<file path="config.mk">
export PLATFORM = sky130hd
export DESIGN_NAME = twhc_div
export DESIGN_NICKNAME = d
export VERILOG_FILES = /design/src/rtl/twhc_div.sv
export VERILOG_INCLUDE_DIRS = /design/src /design/src/rtl
export SDC_FILE = /design/constraint.sdc
export NUM_CORES = 1
export LEC_CHECK = 0
export BUFFER_PORTS_ARGS = -buffer_cell sky130_fd_sc_hd__buf_2
export CORE_ASPECT_RATIO = 1.75
export CORE_MARGIN = 1.5
export CORE_UTILIZATION = 54
export DETAILED_ROUTE_END_ITERATION = 8
export PLACE_DENSITY_LB_ADDON = 0.12
export SLEW_MARGIN = 15
export SYNTH_ARGS = -nofsm -noshare
export SYNTH_HDL_FRONTEND = slang
export SYNTH_SLANG_ARGS = --single-unit
</file>
<file path="constraint.sdc">
create_clock -name clk -period 2.95 [get_ports clk]
set_input_delay 0.59 -clock clk [delete_from_list [all_inputs] [get_ports clk]]
set_output_delay 0.59 -clock clk [all_outputs]
set_load 0.02 [all_outputs]
</file>
<file path="src/rtl/time_window_hit_clusterer_macros.svh">
`ifndef TIME_WINDOW_HIT_CLUSTERER_MACROS_SVH
`define TIME_WINDOW_HIT_CLUSTERER_MACROS_SVH

// same-cycle implication
`define TWHC_ASSERT_IMP(name, ante, cons) \
  name: assert property (@(posedge clk) disable iff (rst) (ante) |-> (cons)) \
    else $error("twhc assertion failed");

// next-cycle implication
`define TWHC_ASSERT_NEXT(name, ante, cons) \
  name: assert property (@(posedge clk) disable iff (rst) (ante) |=> (cons)) \
    else $error("twhc assertion failed");

`endif

</file>
<file path="src/rtl/twhc_div.sv">
`include "time_window_hit_clusterer_macros.svh"

module twhc_div #(
  parameter int DW = 54,
  parameter int VW = 22
) (
  input  logic          clk,
  input  logic          rst,
  input  logic          start,
  input  logic [DW-1:0] dividend,
  input  logic [VW-1:0] divisor,
  output logic          busy,
  output logic          done,
  output logic [DW-1:0] quotient
);

  localparam int CW = $clog2(DW + 1);

  logic [CW-1:0] cnt;
  logic [VW-1:0] rem;
  logic [DW-1:0] quo;
  logic [VW-1:0] dv;
  logic [VW:0]   trial;
  logic          ge;

  assign trial    = {rem, quo[DW-1]};
  assign ge       = trial >= {1'b0, dv};
  assign quotient = quo;

  always_ff @(posedge clk) begin
    if (rst) begin
      busy <= 1'b0;
      done <= 1'b0;
      cnt  <= '0;
    end else begin
      done <= 1'b0;
      if (start) begin
        busy <= 1'b1;
        cnt  <= CW'(DW);
      end else if (busy) begin
        cnt <= cnt - 1'b1;
        if (cnt == CW'(1)) begin
          busy <= 1'b0;
          done <= 1'b1;
        end
      end
    end
  end

  always_ff @(posedge clk) begin
    if (start) begin
      rem <= '0;
      quo <= dividend;
      dv  <= divisor;
    end else if (busy) begin
      rem <= ge ? VW'(trial - {1'b0, dv}) : VW'(trial);
      quo <= {quo[DW-2:0], ge};
    end
  end

  `TWHC_ASSERT_IMP(a_div_nonzero, start, divisor != '0)
  `TWHC_ASSERT_IMP(a_div_idle_start, start, !busy)
  `TWHC_ASSERT_IMP(a_div_done_idle, done, !busy)

endmodule

</file>
==> results.yml <==
timing:
  period_share_pct: 92.90
  period_needed_ns: 2.741
  worst_slew_pin_slew_ns: 0.6852
  rsz0062_at_grt: "false"
  worst_clock_skew_ns: 0.01127
  maxSlewViolCount: 0
  clock.fmax_mhz: 364.9
  setup_viol: 0
  relSlewSlack_pct: 54.32
  hold_viol_final: 0
setup_path:
  rr_worst_depth: 11
  slowest_delay_ns: 0.41
  worstPathRequired_ns: 3.17
  startpoint: "quotient[53]$_DFFE_PP_"
  path_max_fanout: 3
  worstSetupPathType: "reg2reg"
  crit_path_end_kind: "flip-flop"
  timing.critical_path.to: "rem[18]$_SDFFE_PP0P_"
  arrival_ns: 2.96
  ff2ff_setup_slack_ns: 0.21
  slowest_stage: "edfxtp_1"
  r2r_start: "quotient[53]$_DFFE_PP_"
  cp_cell_sequence: "inv_1, ha_1, inv_1, fa_1, a211oi_2, o21ai_1, a221o_1, a21oi_2, nor4b_1, a2111oi_1, o21ai_1"
  reg2reg_to: "rem[18]$_SDFFE_PP0P_"
  startpoint_type: "flip-flop"
synthesis:
  synth_top_area_cell: "edfxtp_1"
  seq_area_frac_synth_pct: 51.38
  ys_ff_latch: 106
  yosys-top-cells-count: "edfxtp_1, mux2_2, nor2_1, nand2_1, inv_1"
  synth_edf_count: 76
  yosys-top-cells-area: "edfxtp_1, mux2_2, dfxtp_1"
  async_flop_share_pct: 0
  syn_inst: 488
  ys.flop_type: "edfxtp_1"
  synth_nets: 592
  yosys.area.top_type_share_pct: 40.68
  yosys_warnings: 0
  ys_types: 57
  netlist_area_um2: 5610
  synth.most_common_cell: "edfxtp_1"
  synth_area_per_cell_um2: 11.50
pwr:
  p_total_w: 0.003694
  power_density_nw_per_um2: 549.5
  ir_worst_vdd_mv: 0.3798
  p_leak_nw: 2.763
clocking:
  cts_root_buf: "clkbuf_16"
  clkTransAtPathRegs_ns: 0.07
  cts_inserted_buffers: 9
  cts_max_path_buffers: 2
  tritoncts: "done"
  cts_setup_buffers: 0
  cts.sinks: 106
  ctsHoldBuffers: 0
  worstSkewPairLatency_ns: 0.35
  h-tree-depth: 3
finish:
  drive_gt1_share_pct: 36.42
  syn_to_final_growth_pct: 19.85
  final_area_um2: 6724
  n_antenna_cell: 0
  nets: 725
  nFillCells: 856
floorplanning:
  pin_count: 135
  start_util_pct: 55.13
  dieHeight_um: 137.8
  die_w_um: 80.05
  die_area_um2: 11030
  fp-row-count: 49
  core_area_um2: 10180
route:
  drt.antenna.violating_nets: 0
  wire_per_inst_um: 16.38
  viasPerCell: 5.623
  post-route-drc-count: 0
  drtIter0Drc: 192
  drt_wl_total_um: 12340
  via_count: 4234
  drt_pass1_iterations: 6
placed_design:
  dp_hpwl_um: 8953
  gp_congestion: 0.9021
  postPlaceCellArea_um2: 6437
  port-buffer-count: 134
grt:
  track_usage_pct: 23.40
  grt_max_degree: 103
  gr-total-overflow: 0
  antenna_found_initial: 0
  grt_pass1_vias: 4343
  grt_pass1_wl_um: 19830
run_status:
  status: "complete, no violations"
flow_run:
  max_cap_viol_count: 0
hold_path:
  min_path_type: "in2reg"
## layer usage
| layer | part of all wire (%) | GRT usage (%) | vias up |
|---|---|---|---|
| met1 | 38 | 26.61 | 1984 |
| met5 | 0 | 0 | - |
| li1 | - | - | 2059 |
| met2 | 52 | 40.94 | 158 |
| met3 | 6.3 | 5.563 | 33 |
| met4 | 3.1 | 10.54 | 0 |
## critical path: cells and delay by family, from the launching register on
kind	cells	cell delay, ns
compound gates	6	1.43
fa+ha+maj	2	0.56
buf+inv	2	0.13
flops	1	0.41
simple gates	1	0.07
## cell type report
type	count	area [um2]	share of cell area, %
tap	127	158.9	2.363
multi-input combinational	326	2497	37.14
clock inverter	6	47.55	0.7071
sequential	106	2883	42.87
timing repair buffer	146	788.3	11.72
clock buffer	10	229.0	3.405
inverter	32	120.1	1.786
## power by group
part / leakage [nW] / switching, W / internal (W) / total (W)
logic: 1.63 / 0.000430 / 0.000319 / 0.000749
clock network: 0.129 / 0.000550 / 0.000583 / 0.00113
registers: 1.00 / 0.0000674 / 0.00175 / 0.00181
total: 2.76 / 0.00105 / 0.00265 / 0.00369
## sequential cells by signal, indices dropped and copies added (netlist names)
name and count:
cnt 6, rem 22, done 1, quotient 54, busy 1, dv 22
## layout by cell type (no fill, tap or decap), drive strengths merged, types with 4 or more instances in the layout
cell and count:
nor2b 4, edfxtp 76, o21ai 30, nor3 4, nand4b 4, clkbuf 10
ha 24, xnor2 14, dfxtp 30, mux2 54, o21a 8, nand2 37
a21oi 23, a311oi 6, and3 4, xor2 5, a211oi 7, nand3 11
inv 35, buf 146, nor2 41, mux2i 10
## metrics by stage
stage          worst slack [ns]  hold slack, ns   TNS, ns  cells  util (%)
2_1_floorplan            0.1678          0.4263         0    488         -
3_3_place_gp            0.08844          0.4380         0    737     63.25
3_5_place_dp           -0.04255          0.4650  -0.04255    737     63.25
4_1_cts                 0.03808          0.4084         0    753     66.02
5_1_grt                0.008302          0.3978         0    753     66.07
6_report                 0.2094          0.4156         0    753     66.07
## cell families (layout without fill, tap and decap cells)
logic type | after synthesis | in the layout | synth area share, %
and+or+nand+nor | 119 | 119 | 10.82
DFF | 106 | 106 | 51.38
AOI/OAI and AO/OA | 99 | 99 | 12.22
muxes | 64 | 64 | 12.62
buffers and inverters | 56 | 194 | 4.282
adders and majority gates | 25 | 25 | 5.709
xor gates and xnor gates | 19 | 19 | 2.966
## how the worst min path moves through the flow
stage | start | end | slack (ns) | cells past startpoint
CTS | divisor[7] | dv[7]$_DFFE_PP_ | 0.41 | 1
global placement | rem[21]$_SDFFE_PP0P_ | rem[21]$_SDFFE_PP0P_ | 0.44 | 2
floorplan | rem[21]$_SDFFE_PP0P_ | rem[21]$_SDFFE_PP0P_ | 0.43 | 2
finish | divisor[0] | dv[0]$_DFFE_PP_ | 0.42 | 1
detailed placement | rem[21]$_SDFFE_PP0P_ | rem[21]$_SDFFE_PP0P_ | 0.46 | 2
global route | divisor[1] | dv[1]$_DFFE_PP_ | 0.40 | 1
## repair_timing
| action | 4_1_cts | 5_1_grt |
|---|---|---|
| pin swaps | 0 | 2 |
| gates resized for setup | 2 | 2 |
| endpoints found under the setup margin | 1 | 3 |
(Power assumes the default switching activity.)
